==> config.mk <==
export PLATFORM = sky130hd
export DESIGN_NAME = sha256_message_hasher_top
export DESIGN_NICKNAME = d
export VERILOG_FILES = /design/src/design/sha_pkg.sv /design/src/design/sha256_message_hasher_top.sv
export SDC_FILE = /design/constraint.sdc
export NUM_CORES = 2
export LEC_CHECK = 0
export BUFFER_PORTS_ARGS = -buffer_cell sky130_fd_sc_hd__buf_2
export CAP_MARGIN = 0
export CORE_UTILIZATION = 57
export CTS_CLUSTER_SIZE = 14
export DETAILED_ROUTE_END_ITERATION = 10
export PLACE_DENSITY = 0.73
export SLEW_MARGIN = 10
export SYNTH_ARGS = -nofsm -noshare
export SYNTH_HDL_FRONTEND = slang
export SYNTH_SLANG_ARGS = --single-unit
==> constraint.sdc <==
create_clock -name i_clk -period 25.9 [get_ports i_clk]
set_input_delay 1.295 -clock i_clk [delete_from_list [all_inputs] [get_ports i_clk]]
set_output_delay 1.295 -clock i_clk [all_outputs]
set_load 0.02 [all_outputs]
==> src/design/sha_pkg.sv <==
package sha_pkg;

    typedef logic [31:0] t_word;

    localparam int unsigned WORDS      = 8;
    localparam int unsigned BLK_BITS   = 512;
    localparam logic [7:0]  PAD_MARK   = 8'h80;
    localparam logic [5:0]  LEN_START  = 6'd56;

    // Initial hash value H0..H7
    function automatic t_word init_hash(input logic [2:0] idx);
        t_word r;
        case (idx)
            3'd0: r = 32'h6a09e667;
            3'd1: r = 32'hbb67ae85;
            3'd2: r = 32'h3c6ef372;
            3'd3: r = 32'ha54ff53a;
            3'd4: r = 32'h510e527f;
            3'd5: r = 32'h9b05688c;
            3'd6: r = 32'h1f83d9ab;
            3'd7: r = 32'h5be0cd19;
            default: r = 32'h0;
        endcase
        return r;
    endfunction

    // Round constants
    function automatic t_word round_k(input logic [5:0] idx);
        t_word r;
        case (idx)
            6'd0:  r = 32'h428a2f98; 6'd1:  r = 32'h71374491;
            6'd2:  r = 32'hb5c0fbcf; 6'd3:  r = 32'he9b5dba5;
            6'd4:  r = 32'h3956c25b; 6'd5:  r = 32'h59f111f1;
            6'd6:  r = 32'h923f82a4; 6'd7:  r = 32'hab1c5ed5;
            6'd8:  r = 32'hd807aa98; 6'd9:  r = 32'h12835b01;
            6'd10: r = 32'h243185be; 6'd11: r = 32'h550c7dc3;
            6'd12: r = 32'h72be5d74; 6'd13: r = 32'h80deb1fe;
            6'd14: r = 32'h9bdc06a7; 6'd15: r = 32'hc19bf174;
            6'd16: r = 32'he49b69c1; 6'd17: r = 32'hefbe4786;
            6'd18: r = 32'h0fc19dc6; 6'd19: r = 32'h240ca1cc;
            6'd20: r = 32'h2de92c6f; 6'd21: r = 32'h4a7484aa;
            6'd22: r = 32'h5cb0a9dc; 6'd23: r = 32'h76f988da;
            6'd24: r = 32'h983e5152; 6'd25: r = 32'ha831c66d;
            6'd26: r = 32'hb00327c8; 6'd27: r = 32'hbf597fc7;
            6'd28: r = 32'hc6e00bf3; 6'd29: r = 32'hd5a79147;
            6'd30: r = 32'h06ca6351; 6'd31: r = 32'h14292967;
            6'd32: r = 32'h27b70a85; 6'd33: r = 32'h2e1b2138;
            6'd34: r = 32'h4d2c6dfc; 6'd35: r = 32'h53380d13;
            6'd36: r = 32'h650a7354; 6'd37: r = 32'h766a0abb;
            6'd38: r = 32'h81c2c92e; 6'd39: r = 32'h92722c85;
            6'd40: r = 32'ha2bfe8a1; 6'd41: r = 32'ha81a664b;
            6'd42: r = 32'hc24b8b70; 6'd43: r = 32'hc76c51a3;
            6'd44: r = 32'hd192e819; 6'd45: r = 32'hd6990624;
            6'd46: r = 32'hf40e3585; 6'd47: r = 32'h106aa070;
            6'd48: r = 32'h19a4c116; 6'd49: r = 32'h1e376c08;
            6'd50: r = 32'h2748774c; 6'd51: r = 32'h34b0bcb5;
            6'd52: r = 32'h391c0cb3; 6'd53: r = 32'h4ed8aa4a;
            6'd54: r = 32'h5b9cca4f; 6'd55: r = 32'h682e6ff3;
            6'd56: r = 32'h748f82ee; 6'd57: r = 32'h78a5636f;
            6'd58: r = 32'h84c87814; 6'd59: r = 32'h8cc70208;
            6'd60: r = 32'h90befffa; 6'd61: r = 32'ha4506ceb;
            6'd62: r = 32'hbef9a3f7; 6'd63: r = 32'hc67178f2;
            default: r = 32'h0;
        endcase
        return r;
    endfunction

    function automatic t_word big_sig0(input t_word x);
        return {x[1:0], x[31:2]} ^ {x[12:0], x[31:13]} ^ {x[21:0], x[31:22]};
    endfunction

    function automatic t_word big_sig1(input t_word x);
        return {x[5:0], x[31:6]} ^ {x[10:0], x[31:11]} ^ {x[24:0], x[31:25]};
    endfunction

    function automatic t_word sml_sig0(input t_word x);
        return {x[6:0], x[31:7]} ^ {x[17:0], x[31:18]} ^ {3'b000, x[31:3]};
    endfunction

    function automatic t_word sml_sig1(input t_word x);
        return {x[16:0], x[31:17]} ^ {x[18:0], x[31:19]} ^ {10'b0, x[31:10]};
    endfunction

endpackage

==> src/design/sha256_message_hasher_top.sv <==
// Byte transactions are taken one per cycle while a block is filling.
// A full 64-byte block stalls the input while its rounds run on the
// single shared round unit and the result is folded into the chained hash.
// End of message: pad bytes fill the block before it is compressed, and a second block follows when the
// length spills into a second block; the last fold waits until the digest register is free.
// Synchronous active-low reset loads the initial hash and clears all counters.
module sha256_message_hasher_top
    import sha_pkg::*;
(
    input  logic        i_clk,
    input  logic        i_rst_n,
    input  logic        i_valid,
    output logic        o_ready,
    input  logic [7:0]  i_data_byte,
    input  logic        i_has_byte,
    input  logic        i_end_of_message,
    output logic        o_valid,
    input  logic        i_ready,
    output logic [31:0] o_digest_word_0,
    output logic [31:0] o_digest_word_1,
    output logic [31:0] o_digest_word_2,
    output logic [31:0] o_digest_word_3,
    output logic [31:0] o_digest_word_4,
    output logic [31:0] o_digest_word_5,
    output logic [31:0] o_digest_word_6,
    output logic [31:0] o_digest_word_7
);

    // Sequencer states
    localparam logic [1:0] ST_IDLE = 2'd0;  // take byte transactions
    localparam logic [1:0] ST_PAD  = 2'd1;  // shift in 0x80, zeros, length
    localparam logic [1:0] ST_RND  = 2'd2;  // one compression round a cycle
    localparam logic [1:0] ST_ADD  = 2'd3;  // fold working vars into hash

    logic [1:0]          r_state, n_state;
    logic [5:0]          r_fill, n_fill;      // bytes in the current block
    logic [5:0]          r_rnd, n_rnd;        // round index
    logic [63:0]         r_bits, n_bits;      // message length in bits
    logic                r_end_pend, n_end_pend;  // message end seen
    logic                r_padding, n_padding;    // padding has started
    logic                r_pad_first, n_pad_first; // next pad byte is 0x80
    logic                r_final, n_final;    // this block carries the length
    logic                r_out_valid, n_out_valid;
    t_word               r_hash [WORDS];
    t_word               n_hash [WORDS];

    // The block buffer doubles as the 16-word message schedule window:
    // word 0 sits in the top 32 bits, bytes shift in at the bottom.
    logic [BLK_BITS-1:0] r_blk;
    t_word               r_v   [WORDS];       // working variables a..h
    t_word               r_dig [WORDS];

    logic                in_acc;
    logic                out_acc;
    logic [7:0]          pad_byte;
    logic                blk_shift_byte;
    logic [7:0]          shift_byte;
    logic                load_v;
    logic                do_round;
    logic                out_load;
    t_word               sum   [WORDS];
    t_word               w_new;
    t_word               t1;
    t_word               t2;
    t_word               ch;
    t_word               maj;

    assign in_acc  = i_valid && o_ready;
    assign out_acc = r_out_valid && i_ready;
    assign o_ready = (r_state == ST_IDLE);
    assign o_valid = r_out_valid;

    // Schedule: W[t+16] = s1(W[t+14]) + W[t+9] + s0(W[t+1]) + W[t]
    assign w_new = sml_sig1(r_blk[63:32]) + r_blk[223:192]
                 + sml_sig0(r_blk[479:448]) + r_blk[511:480];

    // Shared round unit
    assign ch  = (r_v[4] & r_v[5]) ^ (~r_v[4] & r_v[6]);
    assign maj = (r_v[0] & r_v[1]) ^ (r_v[0] & r_v[2]) ^ (r_v[1] & r_v[2]);
    assign t1  = r_v[7] + big_sig1(r_v[4]) + ch + round_k(r_rnd) + r_blk[511:480];
    assign t2  = big_sig0(r_v[0]) + maj;

    always_comb begin
        for (int i = 0; i < WORDS; i++) begin
            sum[i] = r_hash[i] + r_v[i];
        end
    end

    // Padding byte: 0x80 marker, then zeros, then the big-endian bit count
    always_comb begin
        if (r_pad_first) begin
            pad_byte = PAD_MARK;
        end else if (r_final && (r_fill >= LEN_START)) begin
            pad_byte = r_bits[{~r_fill[2:0], 3'b000} +: 8];
        end else begin
            pad_byte = 8'h00;
        end
    end

    always_comb begin
        n_state     = r_state;
        n_fill      = r_fill;
        n_rnd       = r_rnd;
        n_bits      = r_bits;
        n_end_pend  = r_end_pend;
        n_padding   = r_padding;
        n_pad_first = r_pad_first;
        n_final     = r_final;
        n_out_valid = r_out_valid;
        for (int i = 0; i < WORDS; i++) begin
            n_hash[i] = r_hash[i];
        end
        blk_shift_byte = 1'b0;
        shift_byte     = i_data_byte;
        load_v         = 1'b0;
        do_round       = 1'b0;
        out_load       = 1'b0;

        if (out_acc) begin
            n_out_valid = 1'b0;
        end

        case (r_state)
            ST_IDLE: begin
                if (in_acc) begin
                    if (i_has_byte) begin
                        blk_shift_byte = 1'b1;
                        n_fill = r_fill + 6'd1;
                        n_bits = r_bits + 64'd8;
                    end
                    if (i_has_byte && (r_fill == 6'd63)) begin
                        // block full: compress first, pad afterward if ending
                        n_state    = ST_RND;
                        n_rnd      = '0;
                        load_v     = 1'b1;
                        n_end_pend = i_end_of_message;
                        n_padding  = 1'b0;
                    end else if (i_end_of_message) begin
                        n_state     = ST_PAD;
                        n_end_pend  = 1'b1;
                        n_padding   = 1'b1;
                        n_pad_first = 1'b1;
                        n_final     = 1'b0;
                    end
                end
            end
            ST_PAD: begin
                blk_shift_byte = 1'b1;
                shift_byte     = pad_byte;
                n_fill         = r_fill + 6'd1;
                n_pad_first    = 1'b0;
                if (r_pad_first) begin
                    // marker before the length field: length fits here
                    n_final = (r_fill < LEN_START);
                end
                if (r_fill == 6'd63) begin
                    n_state = ST_RND;
                    n_rnd   = '0;
                    load_v  = 1'b1;
                end
            end
            ST_RND: begin
                do_round = 1'b1;
                n_rnd    = r_rnd + 6'd1;
                if (r_rnd == 6'd63) begin
                    n_state = ST_ADD;
                end
            end
            ST_ADD: begin
                if (!r_end_pend) begin
                    for (int i = 0; i < WORDS; i++) begin
                        n_hash[i] = sum[i];
                    end
                    n_state = ST_IDLE;
                end else if (!r_padding) begin
                    for (int i = 0; i < WORDS; i++) begin
                        n_hash[i] = sum[i];
                    end
                    n_padding   = 1'b1;
                    n_pad_first = 1'b1;
                    n_final     = 1'b0;
                    n_state     = ST_PAD;
                end else if (!r_final) begin
                    // marker block done, length goes in the next one
                    for (int i = 0; i < WORDS; i++) begin
                        n_hash[i] = sum[i];
                    end
                    n_final = 1'b1;
                    n_state = ST_PAD;
                end else if (!r_out_valid || i_ready) begin
                    // hand off digest, restart the chain
                    out_load    = 1'b1;
                    n_out_valid = 1'b1;
                    for (int i = 0; i < WORDS; i++) begin
                        n_hash[i] = init_hash(3'(i));
                    end
                    n_bits      = '0;
                    n_fill      = '0;
                    n_end_pend  = 1'b0;
                    n_padding   = 1'b0;
                    n_final     = 1'b0;
                    n_pad_first = 1'b0;
                    n_state     = ST_IDLE;
                end
            end
            default: begin
                n_state = ST_IDLE;
            end
        endcase
    end

    always_ff @(posedge i_clk) begin
        if (!i_rst_n) begin
            r_state     <= ST_IDLE;
            r_fill      <= '0;
            r_rnd       <= '0;
            r_bits      <= '0;
            r_end_pend  <= 1'b0;
            r_padding   <= 1'b0;
            r_pad_first <= 1'b0;
            r_final     <= 1'b0;
            r_out_valid <= 1'b0;
            for (int i = 0; i < WORDS; i++) begin
                r_hash[i] <= init_hash(3'(i));
            end
        end else begin
            r_state     <= n_state;
            r_fill      <= n_fill;
            r_rnd       <= n_rnd;
            r_bits      <= n_bits;
            r_end_pend  <= n_end_pend;
            r_padding   <= n_padding;
            r_pad_first <= n_pad_first;
            r_final     <= n_final;
            r_out_valid <= n_out_valid;
            for (int i = 0; i < WORDS; i++) begin
                r_hash[i] <= n_hash[i];
            end
        end
    end

    // Datapath registers, no reset
    always_ff @(posedge i_clk) begin
        if (blk_shift_byte) begin
            r_blk <= {r_blk[BLK_BITS-9:0], shift_byte};
        end else if (do_round) begin
            r_blk <= {r_blk[BLK_BITS-33:0], w_new};
        end
        if (load_v) begin
            for (int i = 0; i < WORDS; i++) begin
                r_v[i] <= r_hash[i];
            end
        end else if (do_round) begin
            r_v[7] <= r_v[6];
            r_v[6] <= r_v[5];
            r_v[5] <= r_v[4];
            r_v[4] <= r_v[3] + t1;
            r_v[3] <= r_v[2];
            r_v[2] <= r_v[1];
            r_v[1] <= r_v[0];
            r_v[0] <= t1 + t2;
        end
        if (out_load) begin
            for (int i = 0; i < WORDS; i++) begin
                r_dig[i] <= sum[i];
            end
        end
    end

    assign o_digest_word_0 = r_dig[0];
    assign o_digest_word_1 = r_dig[1];
    assign o_digest_word_2 = r_dig[2];
    assign o_digest_word_3 = r_dig[3];
    assign o_digest_word_4 = r_dig[4];
    assign o_digest_word_5 = r_dig[5];
    assign o_digest_word_6 = r_dig[6];
    assign o_digest_word_7 = r_dig[7];

    // Last round always hands over to the fold cycle
    a_rnd_to_add: assert property (@(posedge i_clk) disable iff (!i_rst_n)
        (r_state == ST_RND && r_rnd == 6'd63) |=> (r_state == ST_ADD))
        else $error("round 63 not followed by fold");

    // A filled pad block starts compression at round zero
    a_pad_to_rnd: assert property (@(posedge i_clk) disable iff (!i_rst_n)
        (r_state == ST_PAD && r_fill == 6'd63) |=> (r_state == ST_RND && r_rnd == 6'd0))
        else $error("pad block did not start compression");

    // The length-carrying block only exists once padding began
    a_final_pad: assert property (@(posedge i_clk) disable iff (!i_rst_n)
        r_final |-> (r_padding && r_end_pend))
        else $error("final flag outside padding");

    // A digest only appears out of the fold cycle
    a_out_src: assert property (@(posedge i_clk) disable iff (!i_rst_n)
        $rose(r_out_valid) |-> ($past(r_state) == ST_ADD && r_state == ST_IDLE))
        else $error("digest raised outside fold");

    // Idle never holds a pending message end
    a_idle_clean: assert property (@(posedge i_clk) disable iff (!i_rst_n)
        (r_state == ST_IDLE) |-> (!r_end_pend && !r_padding))
        else $error("stale end flag in idle");

endmodule
-- Word-level counts from Yosys, hierarchy flattened
Memories as Yosys holds them, arrays and structs flattened. A register that Yosys moved wholly into a read port is not among the register bits.
Cells that the tools add are included.
W data, S select, Z words.
- $add $sub $neg: 21
- $lt $le $gt $ge: 2
- equality and inequality tests: 21
- shift-type cells: 1
- muxes and demuxes: 118
- bitwise operators: 34
- reduce and logical (&&, ||, !) cells: 19
- operators with widths (operator ; count):
    $mux W256 ; 5
    $mux W512 ; 2
    $mux W32 ; 24
    $add A32 B32 Y32 ; 18
    $mux W64 ; 6
    $xor A32 B32 Y32 ; 9
    $and A32 B32 Y32 ; 5
    $pmux W64 S2 ; 1
    $mux W6 ; 11
    $add A64 B4 Y64 const B ; 1
    $shiftx A64 B7 Y8 ; 1
    $mux W1 ; 48
    $pmux W6 S3 ; 2
    $not A32 Y32 ; 1
    $xor A32 B22 Y32 ; 1
    $xor A32 B29 Y32 ; 1
    $mux W8 ; 3
    $reduce_and A7 Y1 ; 3
    $mux W2 ; 9
    $ne A2 B2 Y1 const B ; 8
    $or A1 B1 Y1 ; 16
    $add A6 B1 Y6 const B ; 2
    $eq A6 B6 Y1 const B ; 2
    $ne A2 B1 Y1 const B ; 4
    other kinds (21) ; 33
- bits in registers: 595
- RAM bits: 768
- ROM bits: 2048
- bits of input ports: 14
- word-level logic and storage cells: 230
- memories: 4
- memory list (name ; depth ; bits a word ; read ports ; clocked after Yosys merged registers in ; write ports ; line ; text):
    (no name shown) ; 64 ; 32 ; 1 ; 1 ; 0 ; sha_pkg.sv:30 ; case (idx)
    r_dig ; 8 ; 32 ; 8 ; 0 ; 8 ; sha256_message_hasher_top.sv:51 ; t_word r_dig [WORDS];
    r_hash ; 8 ; 32 ; 8 ; 0 ; 8 ; sha256_message_hasher_top.sv:44 ; t_word r_hash [WORDS];
    r_v ; 8 ; 32 ; 8 ; 0 ; 8 ; sha256_message_hasher_top.sv:50 ; t_word r_v [WORDS];

-- Depth between registers and ports, before layout
- word-level depth: 9
- mapped depth: 34

-- Worst setup path after synthesis
No wires, ideal clock.
- path kind: input to register
- start point: input port i_valid
- end point: register r_blk[0], enable pin
- setup time: 1564 ps
- arrival: 27043 ps
- setup slack: -2707 ps
- stages on the path: 7
- path buffers: 3
- path through: clkbuf_1 > nand2_1 > o21ai_0 > clkbuf_1 > clkbuf_1 > nor2_1 > a21oi_1
- cells in the longest elaborated chain, start to end: 4
- ends and longest elaborated chain (what ; line ; text):
    from (decl) ; sha256_message_hasher_top.sv:12 ; input logic i_valid,
    $logic_and A1 B1 Y1 ; sha256_message_hasher_top.sv:68 ; assign in_acc = i_valid && o_ready;
    $mux W1 ; sha256_message_hasher_top.sv:125 ; if (in_acc) begin
    $pmux W1 S2 ; sha256_message_hasher_top.sv:123 ; case (r_state)
    $reduce_bool A2 Y1 (no line) ; -- ;
    to (signal assigned) ; sha256_message_hasher_top.sv:245 ; r_blk <= {r_blk[BLK_BITS-9:0], shift_byte};
    to (signal assigned) ; sha256_message_hasher_top.sv:247 ; r_blk <= {r_blk[BLK_BITS-33:0], w_new};
    to (decl) ; sha256_message_hasher_top.sv:49 ; logic [BLK_BITS-1:0] r_blk;
No other way between the ends.
A chain may end at the register's enable or synchronous reset.

==> impl_results.md <==
- Clk slew on worst S/H paths: 0.06 ns
- Root buffer cell: clkbuf_16
- Commonest non-fill, non-tap cell in the layout: nand2_1
- Dpl hpwl: 195000 µm
- Critical path's largest stage delay: 0.54 ns
- 1st-pass router iterations: 7
- Area of the multi-input gates: 40000 µm²
- Outcome: complete, but fails checks
- Worst path slowest cell: edfxtp_1
- Die area: 144000 µm²
- Part of the cycle the worst path needs: 0.327
- Clock buffer depth: 3
- Arr. time, crit path: 8.96 ns
- Placed cell count: 9862
- DRC Markers: 0
- CTS-repair resized insts: 0
- Filler cells: 11.5k
- Critical Path Sink Type: flip-flop
- WP depth: 31
- Hold crit path type: reg2reg
- Asr flop ratio synth: 0
- FF-to-FF Start: r_v[1][12]$_DFFE_PP_
- Initial DRC count: 7501
- Fmax: 118 MHz
- Post-synth EDFFs: 1024
- Min cycle time layout: 8.48 ns
- Netlist cell types: 91
- Synth Instances: 8062
- Via count: 62.9k
- # hold bufs at CTS: 0
- Pin count of the biggest net entering global routing: 251
- GRT overflow: 0
- Initial antenna violation count: 20
- Max_slew headroom: -0.00852
- CP max FO: 6
- Hold Vio Cnt, Final: 0
- RR Endpoint: r_v[0][31]$_DFFE_PP_
- GRT Util Overall: 0.361
- Total power: 14.2 mW
- Flops & latches, synth: 1392
- Final setup fails: 0
- Crit path capture: r_v[0][31]$_DFFE_PP_
- Setup_tns: 0 ns
- Num CTS Buffers: 150
- Critical path type: reg2reg
- Syn nets: 8667
- CP Launch Point: r_v[1][12]$_DFFE_PP_
- Proportion of layout cells with a drive suffix above 1: 0.108
- RSZ-0062 raised after global routing: no
- Routability cong.: 0.999
- Core Area: 142000 µm²
- Most used DFF post-synth: edfxtp_1
- Lkg Pwr: 36.4 nW
- Max IR drop VDD: 0.000210 V
- Die H: 380 µm
- Final ANT Viol Nets: 0
- Clock skew: 0.0449 ns
- Reg2Reg Depth: 31
- Reg2Reg Setup Slack: 17.42 ns
- Post-synthesis instance area: 81500 µm²
- First-pass GRT wire length: 389000 µm
- Area Overhead vs Synth: 10.0%
- Pwr/cell area: 158 nW/µm²
- Commonest non-fill, non-tap cells in the layout: nand2_1 (1616), edfxtp_1 (1024), inv_1 (496)
- Worst slew pin tran: 1.50 ns
- Routed length per instance: 26.1 µm
- DIE WIDTH: 380 µm
- Initial core utilization: 0.575
- Yosys Warn Count: 0
- Failing checks: max-capacitance violations, max-slew violations
- Post-synthesis sequential area ratio: 0.468
- Reg area: 38100 µm²
- Min-Delay Path Depth: 1
- DRT Wirelength: 265000 µm
- Worst hold path startpoint: r_hash[0][95]$_SDFFE_PN0P_
- Vias in the first global route: 59.1k
- CTS tree: built
- Clk sinks: 1392
- Post-CTS Setup Repair Bufs: 0
- Required time of the critical path: 26.38 ns
- Vias per inst: 6.20
- Rows: 138
- Post-Layout Cell Count: 10.1k
- Avg Inst Size Synth: 10.1 µm²
- Max-slew violations: 3
- I/O pins: 272
- Layout net count: 8729
- Worst setup SP type: flip-flop
- Cell family with most CP delay: adder cells
- IO buf count: 271
- CTS HTree Levels: 4
- Skew-Pair Late Insertion Delay: 0.80 ns
- MaxCap Viol Count: 1
- Buf+Inv Stages, Crit Path: 3
-- area by class of cell --
type / count / share of cell area
diodes: 6 / 0.000167
clock buffers: 185 / 0.0452
clock inverters: 94 / 0.0142
inverters: 502 / 0.0211
multi-input cells: 5743 / 0.446
flip-flops and latches: 1392 / 0.425
well taps: 1890 / 0.0264
repair buffers: 335 / 0.0215
-- synth_stat cells, types with 13 or more instances --
master	instances	area, µm²
nor3_1	69	345
mux2_2	240	2700
a221o_1	99	991
ha_1	396	4950
o22ai_1	53	332
nand2_1	1619	6080
mux2i_1	47	470
o21a_1	48	360
nand4_1	29	181
nand3_1	105	526
a31oi_1	46	288
xor2_1	252	2210
o21ai_0	377	1890
and3_1	53	332
a211oi_1	48	360
a21oi_1	424	2120
clkbuf_1	392	1470
o211ai_1	28	210
mux4_2	13	293
a21boi_0	14	105
or3_1	22	138
inv_1	497	1870
dfxtp_1	368	7370
and2_1	23	144
a22o_1	46	403
nand2b_1	54	338
fa_1	195	3900
buf_1	28	105
nor2b_1	122	763
o21ai_1	22	110
nor2_1	317	1190
o31ai_1	30	225
o21bai_1	54	405
edfxtp_1	1024	30700
a21o_1	217	1630
xnor2_1	397	3480
a22oi_1	80	601
-- flip-flops by register name (all words and copies together) (netlist names), named ones only --
| register | count |
|---|---|
| r_bits | 61 |
| r_rnd | 6 |
| r_pad_first | 1 |
| r_end_pend | 1 |
| r_blk | 512 |
| o_valid | 1 |
| r_padding | 1 |
| r_final | 1 |
| r_fill | 6 |
| r_hash | 256 |
| r_state | 2 |
| r_dig | 256 |
| r_v | 256 |
-- layer usage --
metal	share of wire	global-route usage	vias up
met5	0.00060	0	-
li1	-	-	28410
met1	0.42	0.514	30773
met3	0.10	0.0754	572
met4	0.048	0.154	22
met2	0.43	0.534	3160
-- worst min-delay path by stage --
stage                                      end  slack [ns]
CTS                 r_hash[1][31]$_SDFFE_PN0P_        0.50
detailed placement  r_hash[1][31]$_SDFFE_PN0P_        0.48
finish              r_hash[0][95]$_SDFFE_PN0P_        0.50
global placement        r_fill[5]$_SDFFE_PN0P_        0.46
global route        r_hash[1][31]$_SDFFE_PN0P_        0.52
floorplan               r_fill[5]$_SDFFE_PN0P_        0.45
-- stage by stage --
step	area, µm²	utilization	worst slack, ns	hold slack, ns
2_1_floorplan	81500	-	4.11	0.454
3_3_place_gp	84300	0.595	17.59	0.464
3_5_place_dp	84300	0.595	17.55	0.483
4_1_cts	89600	0.632	17.49	0.500
5_1_grt	89600	0.632	16.88	0.523
6_report	89700	0.633	17.42	0.501
-- where the power goes --
group | switching [mW] | internal (mW)
Sequential | 0.291 | 2.98
Combinational | 5.41 | 3.20
Clock | 0.964 | 1.35
-- kinds of logic (layout without fill, tap and decap cells) --
family,Yosys count,in the layout,share of synthesized area
AOI/OAI and AO/OA,1734,1734,0.140
and+or+nand+nor,2465,2465,0.128
muxes,300,300,0.0425
xor gates and xnor gates,650,650,0.0700
other,0,6,0
DFF,1392,1392,0.468
adders and majority gates,594,594,0.109
buffers and inverters,927,1116,0.0428
Note: power is estimated with default switching activity, not from simulation.
